**config.mk**
```make
export PLATFORM = sky130hd
export DESIGN_NAME = chunked_upload_crc_checker_top
export DESIGN_NICKNAME = d
export VERILOG_FILES = /design/src/rtl/cucc_pkg.sv /design/src/rtl/cucc_in_stage.sv /design/src/rtl/cucc_core.sv /design/src/rtl/cucc_out_stage.sv /design/src/rtl/chunked_upload_crc_checker_top.sv
export SDC_FILE = /design/constraint.sdc
export NUM_CORES = 1
export LEC_CHECK = 0
export BUFFER_PORTS_ARGS = -buffer_cell sky130_fd_sc_hd__buf_2
export CORE_MARGIN = 2
export CORE_UTILIZATION = 40
export DETAILED_ROUTE_END_ITERATION = 6
export GPL_TIMING_DRIVEN = 0
export PLACE_DENSITY = 0.65
export SYNTH_ARGS = -nofsm -noshare
export SYNTH_HDL_FRONTEND = slang
export SYNTH_SLANG_ARGS = --single-unit
```
**constraint.sdc**
```tcl
create_clock -name clk -period 12.3 [get_ports clk]
set_clock_uncertainty 0.1 [all_clocks]
set_input_delay 1.845 -clock clk [delete_from_list [all_inputs] [get_ports clk]]
set_output_delay 1.845 -clock clk [all_outputs]
set_load 0.005 [all_outputs]
```
**src/rtl/cucc_pkg.sv**
```systemverilog
`default_nettype none
// ---------------------------------------------------------------------------
// cucc_pkg: chunked upload CRC checker shared definitions
// Command and response codes, item and response records, CRC-32 byte update.
// ---------------------------------------------------------------------------
package cucc_pkg;

  typedef enum logic [1:0] {
    CMD_START = 2'd0,
    CMD_DATA  = 2'd1,
    CMD_END   = 2'd2
  } cmd_t;

  localparam logic [1:0] RESP_START = 2'd0;
  localparam logic [1:0] RESP_CHUNK = 2'd1;
  localparam logic [1:0] RESP_END   = 2'd2;

  localparam logic [31:0] ALL_ONES       = 32'hFFFF_FFFF;
  localparam logic [31:0] CRC_POLY_RESET = 32'hEDB8_8320;
  localparam logic [31:0] END_ACK_VALUE  = 32'd1;

  typedef struct packed {
    logic [1:0]  cmd;
    logic [31:0] total_size;
    logic [31:0] expected_crc;
    logic [31:0] chunk_offset;
    logic        chunk_first;
    logic        chunk_last;
    logic        byte_valid;
    logic [7:0]  data_byte;
  } item_t;

  typedef struct packed {
    logic [1:0]  resp_kind;
    logic [31:0] resp_value;
    logic        complete;
    logic        crc_ok;
  } resp_t;

  // Reflected CRC-32, one byte: eight bit steps unrolled.
  function automatic logic [31:0] crc_byte_update(input logic [31:0] crc,
                                                  input logic [7:0]  data,
                                                  input logic [31:0] poly);
    logic [31:0] c;
    c = crc ^ {24'd0, data};
    for (int k = 0; k < 8; k++) begin
      c = {1'b0, c[31:1]} ^ (c[0] ? poly : 32'd0);
    end
    return c;
  endfunction

endpackage
`default_nettype wire

```
**src/rtl/cucc_in_stage.sv**
```systemverilog
`default_nettype none
// ---------------------------------------------------------------------------
// cucc_in_stage: input register
// Captures one item per transfer and holds it until the core consumes it.
// ---------------------------------------------------------------------------
module cucc_in_stage (
  input  wire logic           clk,
  input  wire logic           rst_n,
  input  wire logic           in_valid,
  output logic                in_ready,
  input  wire cucc_pkg::item_t in_item,
  input  wire logic           adv,
  output logic                s1_valid,
  output cucc_pkg::item_t     s1_item
);
  import cucc_pkg::*;

  logic  s1_valid_r, s1_valid_nxt;
  item_t s1_item_r;

  assign in_ready     = !s1_valid_r || adv;
  assign s1_valid_nxt = in_ready ? in_valid : s1_valid_r;

  always_ff @(posedge clk) begin
    if (!rst_n) begin
      s1_valid_r <= 1'b0;
    end else begin
      s1_valid_r <= s1_valid_nxt;
    end
  end

  always_ff @(posedge clk) begin
    if (in_valid && in_ready) begin
      s1_item_r <= in_item;
    end
  end

  assign s1_valid = s1_valid_r;
  assign s1_item  = s1_item_r;
endmodule
`default_nettype wire

```
**src/rtl/cucc_core.sv**
```systemverilog
`default_nettype none
// ---------------------------------------------------------------------------
// cucc_core: upload state and per-item update
// Holds size, count, CRC and chunk acceptance; forms the response of an item.
// ---------------------------------------------------------------------------
module cucc_core (
  input  wire logic            clk,
  input  wire logic            rst_n,
  input  wire logic            cfg_we,
  input  wire logic [31:0]     cfg_wdata,
  input  wire logic            fire,
  input  wire cucc_pkg::item_t item,
  output logic                 res_valid,
  output cucc_pkg::resp_t      res
);
  import cucc_pkg::*;

  logic [31:0] poly_r, poly_nxt;
  logic [31:0] bytes_r, bytes_nxt;
  logic [31:0] size_r, size_nxt;
  logic [31:0] target_r, target_nxt;
  logic [31:0] crc_r, crc_nxt;
  logic        acc_r, acc_nxt;

  logic        acc_eff;
  logic        upd;
  logic [31:0] crc_data;
  logic [31:0] bytes_data;
  logic        comp;

  assign poly_nxt = cfg_we ? cfg_wdata : poly_r;

  always_comb begin
    bytes_nxt  = bytes_r;
    size_nxt   = size_r;
    target_nxt = target_r;
    crc_nxt    = crc_r;
    acc_nxt    = acc_r;
    res_valid  = 1'b0;
    res        = '0;

    acc_eff    = item.chunk_first ? (item.chunk_offset == bytes_r) : acc_r;
    upd        = acc_eff && item.byte_valid;
    crc_data   = upd ? crc_byte_update(crc_r, item.data_byte, poly_r) : crc_r;
    bytes_data = upd ? bytes_r + 32'd1 : bytes_r;
    comp       = (bytes_data >= size_r) && (item.chunk_offset == size_r);

    case (item.cmd)
      CMD_START: begin
        size_nxt       = item.total_size;
        target_nxt     = item.expected_crc;
        bytes_nxt      = '0;
        crc_nxt        = ALL_ONES;
        acc_nxt        = 1'b0;
        res_valid      = 1'b1;
        res.resp_kind  = RESP_START;
        res.resp_value = item.total_size;
      end
      CMD_DATA: begin
        crc_nxt   = crc_data;
        bytes_nxt = bytes_data;
        acc_nxt   = item.chunk_last ? 1'b0 : acc_eff;
        if (item.chunk_last) begin
          res_valid      = 1'b1;
          res.resp_kind  = RESP_CHUNK;
          res.resp_value = item.chunk_offset;
          res.complete   = comp;
          res.crc_ok     = comp && ((crc_data ^ ALL_ONES) == target_r);
        end
      end
      CMD_END: begin
        // Acknowledge only once the count has reached the size.
        if (bytes_r >= size_r) begin
          target_nxt     = '0;
          size_nxt       = '0;
          bytes_nxt      = '0;
          acc_nxt        = 1'b0;
          res_valid      = 1'b1;
          res.resp_kind  = RESP_END;
          res.resp_value = END_ACK_VALUE;
        end
      end
      default: begin
        // Unknown command: drop.
      end
    endcase
  end

  always_ff @(posedge clk) begin
    if (!rst_n) begin
      poly_r   <= CRC_POLY_RESET;
      bytes_r  <= '0;
      size_r   <= '0;
      target_r <= '0;
      crc_r    <= ALL_ONES;
      acc_r    <= 1'b0;
    end else begin
      poly_r <= poly_nxt;
      if (fire) begin
        bytes_r  <= bytes_nxt;
        size_r   <= size_nxt;
        target_r <= target_nxt;
        crc_r    <= crc_nxt;
        acc_r    <= acc_nxt;
      end
    end
  end
endmodule
`default_nettype wire

```
**src/rtl/cucc_out_stage.sv**
```systemverilog
`default_nettype none
// ---------------------------------------------------------------------------
// cucc_out_stage: result register
// Holds one response until the receiver takes it.
// ---------------------------------------------------------------------------
module cucc_out_stage (
  input  wire logic            clk,
  input  wire logic            rst_n,
  input  wire logic            fire,
  input  wire logic            res_valid,
  input  wire cucc_pkg::resp_t res,
  input  wire logic            out_ready,
  output logic                 out_valid,
  output logic                 adv,
  output cucc_pkg::resp_t      out_resp
);
  import cucc_pkg::*;

  logic  out_valid_r, out_valid_nxt;
  resp_t out_resp_r;

  assign adv           = !out_valid_r || out_ready;
  assign out_valid_nxt = adv ? (fire && res_valid) : out_valid_r;

  always_ff @(posedge clk) begin
    if (!rst_n) begin
      out_valid_r <= 1'b0;
    end else begin
      out_valid_r <= out_valid_nxt;
    end
  end

  always_ff @(posedge clk) begin
    if (fire && res_valid) begin
      out_resp_r <= res;
    end
  end

  assign out_valid = out_valid_r;
  assign out_resp  = out_resp_r;
endmodule
`default_nettype wire

```
**src/rtl/chunked_upload_crc_checker_top.sv**
```systemverilog
`default_nettype none
// ---------------------------------------------------------------------------
// chunked_upload_crc_checker_top: chunked upload receiver with CRC-32 check
// Tracks the bytes of an in-order chunked upload and checks its CRC-32.
// ---------------------------------------------------------------------------
// Usage:
//   Input channel (in_*): one command per transfer - start, data item or end.
//   Output channel (out_*): start acks, chunk acks on the last item of each
//   chunk, and end acks once the whole upload has arrived.
//   Config port (cfg_*): cfg_we writes the reflected CRC polynomial; write it
//   only while the block is idle.
// Path: an item taken from the input channel is held in the input register and
//   processed by the core from there; its response is captured in the output
//   register, which drives out_valid.
// Throughput: one item per cycle while the output register can take a response.
//   The CRC byte update (eight unrolled bit steps) and the count compare sit
//   between the input register and the upload state registers.
// Reset: rst_n (synchronous, active low) clears the count, size and target,
//   presets the running CRC to all ones and restores the standard polynomial.
// Stall: with out_ready low and a response waiting, the input register still
//   takes one item; after that in_ready drops until the response is taken.
// ---------------------------------------------------------------------------
module chunked_upload_crc_checker_top (
  input  wire logic        clk,
  input  wire logic        rst_n,
  // configuration
  input  wire logic        cfg_we,
  input  wire logic [31:0] cfg_wdata,
  // input channel
  input  wire logic        in_valid,
  output logic             in_ready,
  input  wire logic [1:0]  in_cmd,
  input  wire logic [31:0] in_total_size,
  input  wire logic [31:0] in_expected_crc,
  input  wire logic [31:0] in_chunk_offset,
  input  wire logic        in_chunk_first,
  input  wire logic        in_chunk_last,
  input  wire logic        in_byte_valid,
  input  wire logic [7:0]  in_data_byte,
  // result channel
  output logic             out_valid,
  input  wire logic        out_ready,
  output logic [1:0]       out_resp_kind,
  output logic [31:0]      out_resp_value,
  output logic             out_complete,
  output logic             out_crc_ok
);
  import cucc_pkg::*;

  item_t in_item;
  item_t s1_item;
  logic  s1_valid;
  logic  adv;
  logic  fire;
  logic  res_valid;
  resp_t res;
  resp_t out_resp;

  // Gather the input fields into one record.
  assign in_item = '{cmd:          in_cmd,
                     total_size:   in_total_size,
                     expected_crc: in_expected_crc,
                     chunk_offset: in_chunk_offset,
                     chunk_first:  in_chunk_first,
                     chunk_last:   in_chunk_last,
                     byte_valid:   in_byte_valid,
                     data_byte:    in_data_byte};

  // Advance the held item whenever the output register can take a response.
  assign fire = s1_valid && adv;

  cucc_in_stage u_in_stage (
    .clk      (clk),
    .rst_n    (rst_n),
    .in_valid (in_valid),
    .in_ready (in_ready),
    .in_item  (in_item),
    .adv      (adv),
    .s1_valid (s1_valid),
    .s1_item  (s1_item)
  );

  cucc_core u_core (
    .clk       (clk),
    .rst_n     (rst_n),
    .cfg_we    (cfg_we),
    .cfg_wdata (cfg_wdata),
    .fire      (fire),
    .item      (s1_item),
    .res_valid (res_valid),
    .res       (res)
  );

  cucc_out_stage u_out_stage (
    .clk       (clk),
    .rst_n     (rst_n),
    .fire      (fire),
    .res_valid (res_valid),
    .res       (res),
    .out_ready (out_ready),
    .out_valid (out_valid),
    .adv       (adv),
    .out_resp  (out_resp)
  );

  assign out_resp_kind  = out_resp.resp_kind;
  assign out_resp_value = out_resp.resp_value;
  assign out_complete   = out_resp.complete;
  assign out_crc_ok     = out_resp.crc_ok;

`ifndef SYNTHESIS
  // A CRC match is only reported on a completed upload.
  a_crc_ok_needs_complete: assert property (@(posedge clk) disable iff (!rst_n)
    out_valid && out_crc_ok |-> out_complete)
    else $error("crc_ok without complete");

  // Start and end acks never carry the chunk flags.
  a_flags_only_on_chunk: assert property (@(posedge clk) disable iff (!rst_n)
    out_valid && (out_resp_kind != RESP_CHUNK) |-> !out_complete && !out_crc_ok)
    else $error("completion flags on a non-chunk ack");

  // End acks always carry the value one.
  a_end_ack_value: assert property (@(posedge clk) disable iff (!rst_n)
    out_valid && (out_resp_kind == RESP_END) |-> out_resp_value == END_ACK_VALUE)
    else $error("end ack with wrong value");

  // An empty input register always takes a transfer.
  a_ready_when_empty: assert property (@(posedge clk) disable iff (!rst_n)
    !s1_valid |-> in_ready)
    else $error("input stalled while empty");
`endif
endmodule
`default_nettype wire
```
==> flow_metrics.tcl, run 1 <==
set metrics [dict create \
    status "complete, no violations" \
    cts-hold-fix-buffers 0 \
    dp.cells 2788 \
    seq_area_frac_synth 0.405 \
    drv_cap 0 \
    cp.required_ns 12.54 \
    ctsResizeCount 0 \
    drtPass1Iterations 5 \
    die_h_um 221 \
    cts_made_buffers 38 \
    grt_use_total 0.246 \
    wirelength_mm 61.5 \
    htree_num_levels 2 \
    routed-via-count 15952 \
    setup-violations-final 0 \
    endpoint_kind "flip-flop" \
    cts_root_buf "clkbuf_16" \
    power.share.combinational 0.297 \
    drtAntennaViolNets 0 \
    synth-main-ff-cell "dfxtp_1" \
    utilization 0.469 \
    area_growth_pct 16.0 \
    synthDistinctLibCells 91 \
    p_leak_nw 8.42 \
    synthTopCellsByArea "edfxtp_1 (23%), dfxtp_1 (17%), xnor2_1 (13%), nand2_1 (6.4%), a22o_1 (4.5%)" \
    grt_pass1_vias 15387 \
    period_share 0.664 \
    clockBufferDepth 3 \
    syn_nets 2207 \
    grt_pass1_wl_mm 93.3 \
    hold_viol 0 \
    core.rowCount 79 \
    first_iter_violations 1626 \
    die_w_um 221 \
    synth.top_cell.area_share 0.231 \
    clock-sinks 308 \
    pwr-share-clk 0.354 \
    ir_worst_vdd_v 0.000135 \
    drv_slew 0 \
    hp-class "reg2reg" \
    place_congestion 0.941 \
    instances_no_fill 2857 \
    drive_gt1_frac 0.132 \
    crit_arrival_ns 8.41 \
    syn_area_um2 18800 \
    drc 0 \
    tns_ns 0 \
    max_slew.worst_pin.slew_ns 0.957 \
    die_area_um2 48800 \
    power_density_nw_per_um2 151 \
    yosysMostFrequentCell "nand2_1" \
    max_freq_ghz 0.122 \
    critPathMaxFanout 10 \
    cts_tree "yes" \
    postCtsSetupBuffers 0 \
    p_int_mw 2.21 \
    antenna_found_initial 0 \
    ys_async_sr_fraction 0 \
    switching_share 0.329 \
    avgSynthCellArea_um2 9.43 \
    hpwl_mm 47.2 \
    diodes 0 \
    max_slew_margin 0.356 \
    synth-edff-count 145 \
    io_buffer_count 182 \
    num_io_pins 184 \
    wl_per_cell_um 21.5 \
    ys.warnings.count 0 \
    synth_commonest_cells "nand2_1 (323), xnor2_1 (280), dfxtp_1 (163), edfxtp_1 (145), clkbuf_1 (107)" \
    overflow 0 \
    core_area_um2 46600 \
    clk_pin_slew_worst_paths_ns 0.07 \
    synthCells 1996 \
    p_sw_mw 1.08 \
    rsz0062_at_grt "false" \
    synth_top_area_cell "edfxtp_1" \
    start_kind "flip-flop" \
    ys_ff_latch 308 \
    initial_core_util 0.404 \
    crit_type "reg2reg" \
    seqPwrFrac 0.349 \
    layout.nets 2432 \
    clk_latency_ns 0.56 \
    grt_max_degree 72 \
    fin_crit_ns 8.17 \
    viasPerCell 5.58 \
]
-- per-layer routing --
metal  routed length [µm]  vias to the layer above  track usage
li1                     -                     7483            -
met1                28700                     7671        0.363
met2                26000                      687        0.365
met3                 4700                      111       0.0366
met4                 2120                        0       0.0879
met5                    0                        -            0
-- sequential cells by signal, summed over array words and instances, names as in the netlist --
name,flops
u_core.acc_r,1
u_core.bytes_r,32
u_core.crc_r,32
u_core.poly_r,32
u_core.size_r,32
u_core.target_r,32
u_in_stage.s1_item,109
u_in_stage.s1_valid,1
u_out_stage.out_resp,36
u_out_stage.out_valid,1
-- stage by stage --
stage	hold slack [ns]	total power [mW]	worst slack [ns]	area, µm²
global route	0.377	3.42	3.44	21900
floorplan	0.342	1.85	6.61	18800
detailed placement	0.352	2.13	4.39	20600
CTS	0.361	3.29	4.27	21900
finish	0.360	3.29	4.13	21900
global placement	0.351	2.12	3.61	20500
-- power by group through the flow --
stage / registers (mW) / logic, mW / clock network (mW)
6_report: 1.15 / 0.977 / 1.16
5_1_grt: 1.15 / 1.04 / 1.22
4_1_cts: 1.15 / 0.963 / 1.18
3_5_place_dp: 1.17 / 0.956 / 0
3_3_place_gp: 1.17 / 0.949 / 0
2_1_floorplan: 1.16 / 0.690 / 0
-- cells in the final DEF (no fill, tap or decap), types with 17 or more instances in the layout --
master	netlist	final
nor3_1	29	29
inv_1	58	58
buf_2	8	191
nand2b_1	17	17
nand3_1	42	42
xnor2_1	280	280
clkbuf_1	107	113
o21ai_0	62	62
nor2b_1	63	63
edfxtp_1	145	145
ha_1	65	65
a31oi_1	18	18
nand4_1	34	34
mux2i_1	37	37
xor2_1	75	75
o22ai_1	25	25
a22o_1	97	97
clkbuf_16	0	39
a21oi_1	46	46
nor2_1	66	65
a21o_1	18	18
nand2_1	323	323
dfxtp_1	163	163
-- final timing paths --
| kind | startpoint | endpoint | slack (ns) | depth (start not counted) |
|---|---|---|---|---|
| setup / recovery | u_core.bytes_r[3] | u_out_stage.out_resp[0] | 4.13 | 27 |
| hold / removal | u_in_stage.s1_item[67] | u_core.target_r[24] | 0.36 | 1 |
| setup reg to reg | u_core.bytes_r[3] | u_out_stage.out_resp[0] | 4.13 | 27 |
| hold reg to reg | u_in_stage.s1_item[67] | u_core.target_r[24] | 0.36 | 1 |
-- worst max-delay path, cell delays in order, from the launching register on --
cell and delay, ns:
dfxtp_1 0.31, clkbuf_1 0.20, xnor2_1 0.40, nand4_1 0.23
nor4_1 0.29, nand4_1 0.15, nor4_1 0.33, a21oi_1 0.10
nor2b_1 0.12, clkbuf_1 0.58, and3_1 0.39, nand4_1 0.33
nor2_1 0.41, and3_1 0.31, and3_1 0.27, and3_1 0.26
and3_1 0.25, xor2_1 0.09, ha_1 0.31, nand4_1 0.10
nor3_1 0.33, nand2_1 0.09, a2111oi_1 0.62, o31a_1 0.23
nand4_1 0.07, nor4_1 0.55, nand4_1 0.16, nor4bb_1 0.36
-- final cells by class --
class	count	area (µm²)
clock buffers	51	1080
fillers	4387	24700
repair buffers	185	963
clock inverters	18	206
flip-flops and latches	308	7620
plain buffers	127	498
well taps	607	759
multi-input cells	1503	10500
inverters	58	218
-- logic make-up (layout without fill, tap and decap cells) --
| kind of cell | after synthesis | after routing | synth area share |
|---|---|---|---|
| DFF | 308 | 308 | 0.405 |
| AOI/OAI and AO/OA | 385 | 385 | 0.149 |
| xor gates and xnor gates | 370 | 370 | 0.183 |
| buffers and inverters | 185 | 439 | 0.0380 |
| adders and majority gates | 65 | 65 | 0.0432 |
| and+or+nand+nor | 640 | 640 | 0.159 |
| muxes | 43 | 43 | 0.0235 |
Power figures use the tool's default switching activity.
==> inputs of run 2 (changes only) <==
--- a/config.mk
+++ b/config.mk
@@ -10,7 +10,7 @@
 export CORE_UTILIZATION = 40
 export DETAILED_ROUTE_END_ITERATION = 6
 export GPL_TIMING_DRIVEN = 0
-export PLACE_DENSITY = 0.65
+export PLACE_DENSITY = 0.67
 export SYNTH_ARGS = -nofsm -noshare
 export SYNTH_HDL_FRONTEND = slang
 export SYNTH_SLANG_ARGS = --single-unit
==> constraint.sdc (replaced) <==
create_clock -name clk -period 7.1 [get_ports clk]
set_clock_uncertainty 0.1 [all_clocks]
set_input_delay 1.065 -clock clk [delete_from_list [all_inputs] [get_ports clk]]
set_output_delay 1.065 -clock clk [all_outputs]
set_load 0.005 [all_outputs]
==> run 2 against run 1 <==
Utilization about the same. Global-route usage barely moved. Sequential power increased by 73%. Non-clock buffer count unchanged. Combinational power is 74% higher. Count of clock-buffer cells in the layout increased by 1.
==> flow_metrics.tcl, run 2 (same netlist as run 1, synthesis figures left out) <==
set metrics [dict create \
    antenna_found_initial 2 \
    seq_area_um2 7620 \
    cp.required_ns 7.36 \
    hpwl_mm 46.9 \
    max_freq_ghz 0.146 \
    drive_gt1_frac 0.136 \
    max_slew.worst_pin.slew_ns 0.999 \
    num_io_pins 184 \
    fillers 4382 \
    core.rowCount 79 \
    core_area_um2 46600 \
    overflow 0 \
    clk_pin_slew_worst_paths_ns 0.06 \
    critPathMaxFanout 10 \
    grt_max_degree 56 \
    status "complete, no violations" \
    final_common_cell "nand2_1" \
    power.share.combinational 0.305 \
    die_h_um 221 \
    multi_input_area_um2 10600 \
    cts_tree "yes" \
    period_share 0.967 \
    htree_num_levels 2 \
    cts_root_buf "clkbuf_16" \
    hold_depth 1 \
    die_area_um2 48800 \
    seqPwrFrac 0.356 \
    ir_worst_vdd_v 0.000236 \
    viasPerCell 5.65 \
    clockBufferDepth 3 \
    area_growth_pct 16.1 \
    grt_pass1_wl_mm 93.8 \
    setup-violations-final 0 \
    grt_use_total 0.246 \
    wirelength_mm 61.9 \
    pwr-share-clk 0.339 \
    wl_per_cell_um 21.7 \
    cts_made_buffers 37 \
    clock-sinks 308 \
    rr_endpoint "u_out_stage.out_resp[0]" \
    worst_slack_ns 0.236 \
    layout.nets 2431 \
    drv_cap 0 \
    die_w_um 221 \
    p_leak_nw 8.39 \
    cts-hold-fix-buffers 0 \
    crit_type "reg2reg" \
    first_iter_violations 1501 \
    power_density_nw_per_um2 256 \
    grt_pass1_vias 15559 \
    drtPass1Iterations 5 \
    drv_slew 0 \
    p_sw_mw 1.88 \
    rr_worst_depth 26 \
    max_slew_margin 0.334 \
    place_ws_ns -0.890 \
    routed-via-count 16129 \
    endpoint_kind "flip-flop" \
    p_int_mw 3.72 \
    power.total_mw 5.59 \
    start_kind "flip-flop" \
    diodes 0 \
    fin_crit_ns 6.86 \
    holdCritStartpoint "u_in_stage.s1_item[57]" \
    crit_arrival_ns 7.12 \
    place_congestion 0.978 \
    reg2reg_from "u_in_stage.s1_item[33]" \
    initial_core_util 0.404 \
    io_buffer_count 182 \
    switching_share 0.336 \
    hp-class "reg2reg" \
    drtAntennaViolNets 0 \
    largest_reg_flops 109 \
    hold_viol 0 \
    r2r_setup_slack_ns 0.24 \
    whs_endpoint "u_core.target_r[14]" \
    final_cell_mix "nand2_1 (323), xnor2_1 (277), buf_2 (190)" \
    drc 0 \
    clk_latency_ns 0.56 \
]
run 2: stage by stage:
| stage | cell area (µm²) | util | TNS (ns) | hold slack, ns | std cells |
|---|---|---|---|---|---|
| 2_1_floorplan | 18800 | - | 0 | 0.342 | 1996 |
| 3_3_place_gp | 20500 | 0.440 | -2.31 | 0.349 | 2785 |
| 3_5_place_dp | 20600 | 0.442 | -0.890 | 0.357 | 2787 |
| 4_1_cts | 21800 | 0.468 | 0 | 0.370 | 2856 |
| 5_1_grt | 21900 | 0.470 | -0.0548 | 0.389 | 2855 |
| 6_report | 21900 | 0.470 | 0 | 0.365 | 2855 |
run 2: worst max path at each step:
stage | startpoint | end | slack, ns | cells past startpoint
floorplan | u_core.bytes_r[17] | u_out_stage.out_resp[0] | 1.41 | 27
finish | u_in_stage.s1_item[33] | u_out_stage.out_resp[0] | 0.24 | 26
global route | u_in_stage.s1_item[33] | u_out_stage.out_resp[0] | -0.05 | 28
global placement | u_core.bytes_r[17] | u_out_stage.out_resp[0] | -1.74 | 27
CTS | u_core.bytes_r[3] | u_out_stage.out_resp[0] | 0.02 | 29
detailed placement | u_core.bytes_r[17] | u_out_stage.out_resp[0] | -0.89 | 27
run 2: repair_timing:
item,CTS,global route
gates resized for setup,6,15
setup endpoints to repair,1,1
pin swaps,2,0
setup buffers,2,1
run 2: metal layers:
metal / share of wire / GRT usage
met4: 0.036 / 0.0868
met2: 0.42 / 0.365
met3: 0.077 / 0.0353
met1: 0.47 / 0.364
met5: 0 / 0
run 2: worst max-delay path: stages (launching register included):
cell and delay [ns]:
edfxtp_1 0.55, xnor2_1 0.23, nand4_1 0.13, nor4_2 0.37, nand4_1 0.18, nor4_2 0.29
a21oi_1 0.09, nor2b_1 0.13, clkbuf_4 0.26, and3_2 0.28, nand4_1 0.19, nor2_4 0.22
and3_1 0.28, and3_1 0.26, and3_1 0.27, and3_1 0.24, xor2_1 0.09, ha_1 0.30
nand4_1 0.10, nor3_1 0.26, nand2_1 0.14, a2111oi_4 0.48, o31a_1 0.20, nand4_1 0.12
nor4_4 0.41, nand4_1 0.17, nor4bb_2 0.33
run 2: power by group through the flow:
stage	sequential, mW	clock, mW	combinational, mW
2_1_floorplan	2.01	0	1.19
3_3_place_gp	2.03	0	1.64
3_5_place_dp	2.03	0	1.66
4_1_cts	1.99	1.94	1.67
5_1_grt	2.00	2.00	1.81
6_report	1.99	1.90	1.70
run 2: area by class of cell:
| cell class | count | share of cell area |
|---|---|---|
| Buffer | 125 | 0.0228 |
| Clock buffer | 52 | 0.0478 |
| Clock inverter | 15 | 0.00664 |
| Inverter | 58 | 0.00996 |
| Multi-Input combinational cell | 1503 | 0.485 |
| Sequential cell | 308 | 0.348 |
| Tap cell | 607 | 0.0347 |
| Timing Repair Buffer | 187 | 0.0449 |
==> inputs of run 3 (changes only) <==
--- a/config.mk
+++ b/config.mk
@@ -6,11 +6,13 @@
 export NUM_CORES = 1
 export LEC_CHECK = 0
 export BUFFER_PORTS_ARGS = -buffer_cell sky130_fd_sc_hd__buf_2
+export CELL_PAD_IN_SITES_DETAIL_PLACEMENT = 1
+export CELL_PAD_IN_SITES_GLOBAL_PLACEMENT = 1
 export CORE_MARGIN = 2
 export CORE_UTILIZATION = 40
 export DETAILED_ROUTE_END_ITERATION = 6
 export GPL_TIMING_DRIVEN = 0
-export PLACE_DENSITY = 0.67
+export PLACE_DENSITY = 0.81
 export SYNTH_ARGS = -nofsm -noshare
 export SYNTH_HDL_FRONTEND = slang
 export SYNTH_SLANG_ARGS = --single-unit
==> constraint.sdc (replaced) <==
create_clock -name clk -period 7.1 [get_ports clk]
set_clock_uncertainty 0.1 [all_clocks]
set_input_delay 1.42 -clock clk [delete_from_list [all_inputs] [get_ports clk]]
set_output_delay 1.42 -clock clk [all_outputs]
set_load 0.005 [all_outputs]
==> run 3 against run 2 <==
Non-clock buffer count is 1 higher. Clock power is 6% higher. Power is 2.9% higher. Largest power group is now the clock network. Highest routed layer unchanged.
==> flow_metrics.tcl, run 3 (same netlist as run 1, synthesis figures left out) <==
set metrics [dict create \
    worst_slack_ns 0.246 \
    hpwl_mm 51.7 \
    drtAntennaViolNets 0 \
    crit_type "reg2reg" \
    final_cell_mix "nand2_1 (323), xnor2_1 (279), buf_2 (190)" \
    cpPeakStageDelay_ns 0.63 \
    cts_made_buffers 37 \
    die_h_um 221 \
    r2r_setup_slack_ns 0.25 \
    design_area_um2 21900 \
    power.total_mw 5.76 \
    dpl-instance-area_um2 20600 \
    place_ws_ns -0.978 \
    fillers 5314 \
    routed-via-count 16505 \
    drv_cap 0 \
    rr_worst_depth 19 \
    critPathMaxFanout 10 \
    drtPass1Iterations 5 \
    endpoint_kind "flip-flop" \
    layout.nets 2432 \
    grt_use_total 0.273 \
    holdCritStartpoint "u_in_stage.s1_item[43]" \
    place_congestion 0.947 \
    reg2reg_from "u_core.crc_r[0]" \
    clock-sinks 308 \
    grt_pass1_vias 17084 \
    first_iter_violations 1293 \
    grt_max_degree 74 \
    power_density_nw_per_um2 263 \
    rr_endpoint "u_out_stage.out_resp[0]" \
    utilization 0.471 \
    drive_gt1_frac 0.135 \
    die_area_um2 48800 \
    initial_core_util 0.404 \
    hold_viol 0 \
    wl_per_cell_um 24.0 \
    status "complete, no violations" \
    max_freq_ghz 0.146 \
    core.rowCount 79 \
    overflow 0 \
    largest_reg_flops 109 \
    crit_slowest_cell "clkbuf_1" \
    drv_slew 0 \
    grt_pass1_wl_mm 104 \
    dp.cells 2787 \
    crit_arrival_ns 7.13 \
    cts-hold-fix-buffers 0 \
    cts_root_buf "clkbuf_16" \
    timing.hold.ws_ns 0.371 \
    clk_latency_ns 0.57 \
    max_slew_margin 0.300 \
    die_w_um 221 \
    fin_crit_ns 6.85 \
    clk_pin_slew_worst_paths_ns 0.06 \
    clockBufferDepth 3 \
    setup-violations-final 0 \
    viasPerCell 5.78 \
    antenna_found_initial 1 \
    num_io_pins 184 \
    drc 0 \
    io_buffer_count 182 \
    tns_ns 0 \
    startpoint "u_core.crc_r[0]" \
    p_leak_nw 8.43 \
    start_kind "flip-flop" \
    final_common_cell "nand2_1" \
    cts_tree "yes" \
    worstPathCellList "xor2_1, buf_4, nand2_1, xor2_1, nand3_1, nand4_1, nand4_1, and2_1, buf_2, o21ai_0, o211ai_2, nand3_1, clkbuf_1, nand3_1, a31oi_1, xnor2_1, nor4b_2, nand4_1, nor4bb_1" \
    max_slew.worst_pin.slew_ns 1.05 \
    period_share 0.965 \
    ir_worst_vdd_v 0.000266 \
    area_growth_pct 16.3 \
    crit_path_end "u_out_stage.out_resp[0]" \
    core_area_um2 46600 \
    hp-class "reg2reg" \
    wirelength_mm 68.6 \
    htree_num_levels 2 \
    instances_no_fill 2857 \
    cp.required_ns 7.38 \
]
## run 3: layer usage
| layer | vias up | GRT usage | share of wire |
|---|---|---|---|
| li1 | 7469 | - | - |
| met5 | - | 0 | 0 |
| met2 | 611 | 0.446 | 0.46 |
| met4 | 0 | 0.122 | 0.045 |
| met1 | 8256 | 0.360 | 0.43 |
| met3 | 169 | 0.0381 | 0.055 |
## run 3: timing repair
| item | in CTS | in global routing |
|---|---|---|
| gates resized for setup | 6 | 10 |
| pin swaps | 2 | 2 |
| buffers inserted | 2 | 0 |
| setup endpoints to repair | 2 | 1 |
## run 3: area by class of cell
type	count	area, µm²	area share
Inverter	58	218	0.00994
Buffer	127	507	0.0231
Clock inverter	19	253	0.0115
Clock buffer	48	1020	0.0465
Sequential cell	308	7620	0.348
Tap cell	607	759	0.0347
Antenna cell	1	2.50	0.000114
Multi-Input combinational cell	1503	10600	0.482
Timing Repair Buffer	186	973	0.0444
## run 3: power breakdown
group          switching, mW  total [mW]  internal [mW]
combinational           1.07        1.74          0.672
sequential            0.0567        1.99           1.94
clock                  0.813        2.02           1.21
total                   1.94        5.76           3.81
## run 3: worst min-delay path by stage
stage                          end  slack [ns]  cells past startpoint
6_report        u_core.target_r[0]        0.37                      1
5_1_grt        u_core.target_r[31]        0.39                      1
4_1_cts         u_core.target_r[0]        0.37                      1
3_5_place_dp   u_core.target_r[16]        0.36                      1
3_3_place_gp   u_core.target_r[13]        0.35                      1
2_1_floorplan   u_core.target_r[0]        0.34                      1
## run 3: worst max-delay path, delay by kind of cell, from the launching register on
| family | cells | cell delay, ns |
|---|---|---|
| AND/OR/NAND/NOR | 10 | 2.64 |
| AO/OA/AOI/OAI | 3 | 1.18 |
| buffers and inverters | 3 | 1.08 |
| XOR/XNOR | 3 | 1.06 |
| flip-flops | 1 | 0.61 |
